### src/design/blink_code_led_identifier_assert.svh
// ----------------------------------------------------------------------------
// Assertion macros
// Shared assertion forms for the blink code LED identifier.
// ----------------------------------------------------------------------------
`ifndef BLINK_CODE_LED_IDENTIFIER_ASSERT_SVH
`define BLINK_CODE_LED_IDENTIFIER_ASSERT_SVH

// implication checked on the same edge
`define BCL_ASSERT_IMP(lbl, ante, cons) \
	lbl: assert property (@(posedge clk) disable iff (!arst_n) (ante) |-> (cons)) \
		else $error("bcl check failed");

// implication checked on the next edge
`define BCL_ASSERT_NXT(lbl, ante, cons) \
	lbl: assert property (@(posedge clk) disable iff (!arst_n) (ante) |=> (cons)) \
		else $error("bcl check failed");

`endif

### src/design/bcl_ram.sv
// ----------------------------------------------------------------------------
// bcl_ram
// Generic single-port-write, single-read RAM with registered read data.
// ----------------------------------------------------------------------------
`default_nettype none
module bcl_ram #(
	parameter int WIDTH = 16,
	parameter int DEPTH = 64
) (
	input  wire                      clk,
	input  wire                      we,
	input  wire [$clog2(DEPTH)-1:0]  waddr,
	input  wire [WIDTH-1:0]          wdata,
	input  wire [$clog2(DEPTH)-1:0]  raddr,
	output logic [WIDTH-1:0]         rdata
);
	logic [WIDTH-1:0] mem [DEPTH];

	always_ff @(posedge clk) begin
		if (we)
			mem[waddr] <= wdata;
		rdata <= mem[raddr];
	end
endmodule
`default_nettype wire

### config.mk
export PLATFORM = sky130hd
export DESIGN_NAME = bcl_ram
export DESIGN_NICKNAME = d
export VERILOG_FILES = /design/src/design/blink_code_led_identifier_assert.svh /design/src/design/bcl_ram.sv
export SDC_FILE = /design/constraint.sdc
export NUM_CORES = 1
export LEC_CHECK = 0
export BUFFER_PORTS_ARGS = -buffer_cell sky130_fd_sc_hd__buf_2
export CELL_PAD_IN_SITES_DETAIL_PLACEMENT = 1
export CELL_PAD_IN_SITES_GLOBAL_PLACEMENT = 2
export CORE_ASPECT_RATIO = 1.75
export CORE_MARGIN = 4
export CORE_UTILIZATION = 46
export DETAILED_ROUTE_END_ITERATION = 16
export MAX_ROUTING_LAYER = met4
export PLACE_DENSITY_LB_ADDON = 0.1
export SYNTH_ARGS = -nofsm -noshare
export SYNTH_HDL_FRONTEND = slang
export SYNTH_SLANG_ARGS = --single-unit
### constraint.sdc
create_clock -name clk -period 2.4 [get_ports clk]
set_input_delay 0.24 -clock clk [delete_from_list [all_inputs] [get_ports clk]]
set_output_delay 0.24 -clock clk [all_outputs]
set_load 0.05 [all_outputs]
# After elaboration in Yosys (flattened, before gate mapping)
# Memories as Yosys holds them, arrays and structs flattened. A register that Yosys moved wholly into a read port is not among the register bits.
# Cells that the tools add are included.
# word_totals
ram_bits	1024
reg_bits	0
input_bits	30
latch_bits	0
output_inout_bits	16
elab_cells	3
mem_bits_ro	0
memories	1
# mem_list
name	depth	word_bits	read_ports	rd_clocked_by_memory_dff	write_ports	line_no	source
mem	64	16	1	1	1	bcl_ram.sv:17	logic [WIDTH-1:0] mem [DEPTH];
# classes
add_sub_neg	0
mux	2
eq_ne	0
magnitude_cmp	0
n_bitwise	0
reduce_logical	0
shifts	0
div_mod_pow	0
multipliers	0
# op_table
op	count
1-bit two-way mux	2

# Longest topological paths before layout
# Gate-level depths: netlist (run 1).
# logic_depth
ltp_word	2
mapped_depth	10
ltp_nobuf	5

# Worst setup path after synthesis (run 1)
# OpenSTA, ideal clock, no wires.
# synth_timing
kind	input to register
start	input waddr[3]
end	memory mem[48][0] (enable)
path_slack_ns	0.125
n_path_buf	1
setup_time_ns	0.409
stages	4
t_required_ns	1.991
arrival_time_ns	1.866
path_cell_list	clkbuf_1 -> nor2b_1 -> nand4b_1 -> nor3_1
# synth_lines
item	line_no	source
start, declared	bcl_ram.sv:12	input wire [$clog2(DEPTH)-1:0] waddr,
end, declared	bcl_ram.sv:17	
# Straight into the memory's write port.

==> results of run 1 <==
-- cell usage after synthesis, drive strengths merged, types with 8 or more instances --
cell / number
edfxtp: 1024
mux4: 224
mux2i: 85
buf: 77
nor2: 74
nand2: 60
a22oi: 39
nor2b: 30
clkbuf: 27
mux2: 27
nand3: 24
a21oi: 17
a221oi: 16
dfxtp: 16
nand4: 12
a211o: 8
a211oi: 8
a311oi: 8
a31oi: 8
o21ai: 8
-- how the worst min path moves through the flow --
| stage | cells past startpoint | start | endpoint |
|---|---|---|---|
| after floorplan | 0 | wdata[0] | mem[0][0] |
| after global placement | 1 | wdata[0] | mem[34][0] |
| after detailed placement | 1 | wdata[0] | mem[34][0] |
| after CTS | 1 | wdata[1] | mem[20][1] |
| after global routing | 1 | wdata[1] | mem[20][1] |
| final | 1 | wdata[1] | mem[20][1] |
-- logic make-up after synthesis --
group / synth area share
flops: 0.776
compound gates: 0.0241
buf+inv: 0.0183
simple gates: 0.0265
mux: 0.155
-- through the flow --
stage               instance area [um^2]  hold slack, ps  std cells  setup slack, ps
floorplan                          40000             339       1829              125
global placement                   43700             477       3190             -377
detailed placement                 43700             474       3190             -419
CTS                                46800            38.9       3356              320
global route                       46800            68.0       3358              271
finish                             46800            62.3       3359              311
-- layer usage --
| metal | wire length, um | share of wire | vias to the layer above |
|---|---|---|---|
| met3 | 3570 | 0.032 | 142 |
| li1 | - | - | 8261 |
| met4 | 4310 | 0.039 | 0 |
| met5 | 0 | 0 | - |
| met2 | 61300 | 0.55 | 468 |
| met1 | 41400 | 0.37 | 10719 |
-- registers in the layout (all words and copies together) (netlist names) --
name and count:
rdata 16, mem 1024
-- final cells by class --
type,count,area share
clock buffer,110,0.0522
multi-input combinational,685,0.176
clock inverter,55,0.0130
sequential,1040,0.664
timing repair buffer,314,0.0635
antenna,3,0.000160
tap,1152,0.0308
-- power by group through the flow --
stage | Combinational [mW] | Sequential, mW | Clock (mW)
6_report | 2.36 | 20.2 | 15.2
5_1_grt | 2.49 | 20.2 | 16.3
4_1_cts | 2.41 | 20.2 | 15.5
3_5_place_dp | 2.40 | 20.6 | 0
3_3_place_gp | 2.37 | 20.6 | 0
2_1_floorplan | 1.04 | 20.7 | 0
-- worst register-to-register path: stages, from the launching register on --
cell,delay (ps)
edfxtp_1,360
mux4_2,470
mux2i_1,320
a22oi_1,270
a31oi_1,260
buf_4,160
a311oi_1,50
==> flow_summary.toml, run 1 <==
[cts]
cts_root_buf = "clkbuf_16"
cts_resized = 0
hold_buffers = 1
post_cts_buffers = 0
max-clock-path-buffers = 3
cts_tree = "yes"
cts.sinks = 1040
cts_max_level = 3
numCtsBuffers = 92
path_clk_slew_ps = 70
clk_latency_ps = 680

[worst_setup_path]
critPathMaxFanout = 19
crit_cells = 8
critPathKind = "primary input to flip-flop"
critPathLaunchType = "primary input"
path_buf_inv = 5
arrival_ps = 2610
r2r-start = "mem[23][3]"
crit_chain = "buf_8 > buf_12 > buf_12 > buf_12 > buf_4 > mux4_2 > a22oi_1 > a311oi_1"
critPathCaptureType = "flip-flop"
reg2reg_slack_ps = 360
critPathLaunch = "raddr[0]"
endpoint = "rdata[11]"
critPathRequiredTime_ps = 2920
crit_top_cell = "buf_12"
cp_slowest_cell = "a22oi_1"
path_delay_family = "buffers and inverters"
reg2reg_to = "rdata[3]"
r2r_cells = 6
max_stage_delay_ps = 630

[synthesis]
synthArstFlopShare = 0
synth_ff_type = "edfxtp_1"
synth_warnings = 0
yosys.cell_types.count = 43
synth_area_leaders = "edfxtp_1 (77%), mux4_2 (12%), mux2i_1 (2.1%), dfxtp_1 (0.80%), mux2_2 (0.76%)"
syn_nets = 1859
synth_top_cell_by_area = "edfxtp_1"
syn_avg_cell_area_um2 = 21.9
syn_inst = 1829
synth-seq-cells = 1040
synth-edff-count = 1024
yosysTopAreaCellShare = 0.768
ys_seq_area_frac = 0.776
syn-cell-area_um2 = 40000

[sta]
setup_viol = 0
fin_skew_ps = 23.4
slew_viol_final = 0
fin_crit_sh = 0.870
tns_ps = 0
finalHoldViolCount = 0
period_minus_slack_ps = 2090
rsz0062_at_grt = "no"
worst_pin_slew_ps = 1110
slew_headroom = 0.254
clock.fmax_mhz = 479

[pwr]
intPower_mw = 29.7
p_clk_frac = 0.403
combPwrFrac = 0.063
ir_drop_mv = 0.455
leakagePower_nw = 15.1
p_seq_frac = 0.534
total_power_mw = 37.7
power_density_nw_per_um2 = 806
p_switching_mw = 8.07
swShare = 0.214

[worst_hold_path]
min_path_type = "primary input to flip-flop"

[global_route]
antenna_found_initial = 6
grt_pass1_vias = 21368
grt_use_met2 = 0.455
met1_usage = 0.294
grt_max_degree = 65
globalRoute.busiestLayer = "met2"
gr-total-overflow = 0
grt_use_met3 = 0.0250
grt_pass1_wl_mm = 159
grt_usage = 0.253

[floorplan]
dieArea_um2 = 92000
die_w_um = 231
die_h_um = 398
io_pins = 46
core_area_um2 = 86000
rows = 142
initial_core_util = 0.466

[placed_design]
io_buffers = 45
dp_hpwl_mm = 72.5
gp_congestion = 0.826

[finish]
mostFrequentLayoutCells = "edfxtp_1 (1024), mux4_2 (220), buf_4 (212)"
drive_gt1_frac = 0.322
area_delta_synth_final_pct = 16.9
fillers = 7540
fin_util = 0.544
nets = 2163
ff_latch_area_um2 = 31100
layout_commonest_cell = "edfxtp_1"
multiInputGateArea_um2 = 8250

[run]
maxCapViolations = 0

[drt]
ant_nets = 0
first_pass_iters = 7
wl_mm = 111
route.detailed.drc = 0
viasPerCell = 5.83
vias = 19590
drt_iter0_markers = 1609
routedWlPerCell_um = 32.9

[run_status]
status = "complete, no violations"
Power figures use the tool's default switching activity.
==> run 2, diff against run 1 <==
- PLACE_DENSITY: unset -> 0.83
- PLACE_DENSITY_LB_ADDON: 0.1 -> unset
==> run 2 against run 1 <==
Total power down 2.6%. Non-clock buffer count down 51. Final area fell by 1.8%. Die area did not move. Clock power shrank 6%. Sequential share of layout area grew 1.2 points. Maximum frequency up 5.4%. Final cell count decreased by 1.8%. Via count increased by 1.7%. Critical path type is now flip-flop to flip-flop.
==> flow_summary.toml, run 2 (synthesized netlist as in run 1, its figures left out) <==
[run_status]
status = "complete, no violations"

[sta]
worst_pin_slew_ps = 1010
fin_ws_ps = 418
fin_skew_ps = 23.7
slew_headroom = 0.329
finalHoldViolCount = 0
rsz0062_at_grt = "no"
fin_crit_sh = 0.826
setup_viol = 0
slew_viol_final = 0
period_minus_slack_ps = 1980
clock.fmax_mhz = 505

[finish]
largest_reg_flops = 1024
drive_gt1_frac = 0.303
layout_commonest_cell = "edfxtp_1"
largest_register = "mem"
reg.largest.list = "mem: 1024 flops, rdata: 16 flops"
nets = 2106
postLayoutCellArea_um2 = 45900
area_delta_synth_final_pct = 14.7
mostFrequentLayoutCells = "edfxtp_1 (1024), mux4_2 (220), buf_4 (181)"

[worst_setup_path]
critPathLaunchType = "flip-flop"
critPathRequiredTime_ps = 2930
endpoint = "rdata[1]"
arrival_ps = 2510
reg2reg_to = "rdata[1]"
r2r-start = "mem[8][1]"
critPathCaptureType = "flip-flop"
r2r_cells = 6
critPathKind = "flip-flop to flip-flop"
reg2reg_slack_ps = 420
critPathLaunch = "mem[8][1]"
critPathMaxFanout = 1

[cts]
post_cts_buffers = 0
max-clock-path-buffers = 3
path_clk_slew_ps = 70
cts_root_buf = "clkbuf_16"
cts_resized = 0
cts_max_level = 3
clk_latency_ps = 660
hold_buffers = 1
numCtsBuffers = 86
cts_tree = "yes"
cts.sinks = 1040

[floorplan]
io_pins = 46
die_h_um = 398
dieArea_um2 = 92000
rows = 142
core_area_um2 = 86000
initial_core_util = 0.466
die_w_um = 231

[global_route]
grt_pass1_vias = 21541
antenna_found_initial = 4
gr-total-overflow = 0
grt_usage = 0.242
grt_pass1_wl_mm = 156
grt_max_degree = 65

[placed_design]
io_buffers = 45
gp_congestion = 0.881
dpl_cell_area_um2 = 43100
dp_hpwl_mm = 70.2
place_ws_ps = -96.7

[pwr]
leakagePower_nw = 14.7
swShare = 0.214
power_density_nw_per_um2 = 800
p_seq_frac = 0.549
intPower_mw = 28.9
ir_drop_mv = 0.564
combPwrFrac = 0.061
total_power_mw = 36.8
p_clk_frac = 0.390
p_switching_mw = 7.88

[run]
maxCapViolations = 0

[drt]
drt_iter0_markers = 2167
ant_nets = 0
route.detailed.drc = 0
routedWlPerCell_um = 32.4
viasPerCell = 6.04
vias = 19926
first_pass_iters = 8
wl_mm = 107

[worst_hold_path]
min_path_type = "primary input to flip-flop"
[run 2: cell types whose count changed in the layout (fill, tap and decap cells not counted), sizes merged]
cell / previous run / this run
diode: 3 / 2
bufinv: 13 / 11
clkinv: 34 / 31
buf: 313 / 261
clkinvlp: 7 / 12
clkbuf: 110 / 101
[run 2: stage by stage]
stage               hold WS (ps)   util  instances  setup TNS [ps]
global placement             641  0.501       3139            -149
detailed placement           648  0.501       3139            -351
finish                       115  0.534       3297               0
CTS                         62.5  0.534       3295               0
floorplan                    339      -       1829               0
global route                 109  0.534       3296               0
[run 2: worst min-delay path by stage]
stage	start	to	slack [ps]	cells after the start
5_1_grt	wdata[7]	mem[52][7]	110	2
3_3_place_gp	wdata[14]	mem[48][14]	640	1
6_report	wdata[7]	mem[52][7]	110	2
3_5_place_dp	wdata[14]	mem[49][14]	650	1
4_1_cts	raddr[5]	rdata[9]	60	3
2_1_floorplan	wdata[0]	mem[0][0]	340	0
[run 2: routing by layer]
layer | vias up | track usage | wire (um)
met4 | 0 | 0.112 | 5900
li1 | 8136 | - | -
met1 | 10642 | 0.277 | 36400
met3 | 235 | 0.0305 | 6410
met5 | - | - | 0
met2 | 913 | 0.426 | 58100
[run 2: area by class of cell]
type / instances / area, um^2
Multi-Input combinational cell: 685 / 8250
Tap cell: 1152 / 1440
Timing Repair Buffer: 263 / 2340
Clock buffer: 100 / 2260
Sequential cell: 1040 / 31100
Clock inverter: 55 / 578
Fill cell: 7548 / 40100
Antenna cell: 2 / 5.00
[run 2: power groups by stage]
stage	registers (mW)	logic [mW]	clock network (mW)
after floorplan	20.7	1.04	0
after global placement	20.6	2.17	0
after detailed placement	20.6	2.26	0
after CTS	20.2	2.27	14.6
after global routing	20.2	2.36	15.4
final	20.2	2.26	14.3
[run 2: worst max-delay path, cell delays in order, from the launching register on]
cell	delay (ps)
edfxtp_1	380
mux4_2	450
nor2b_1	160
a211o_1	400
a31oi_1	260
buf_4	150
a311oi_1	40
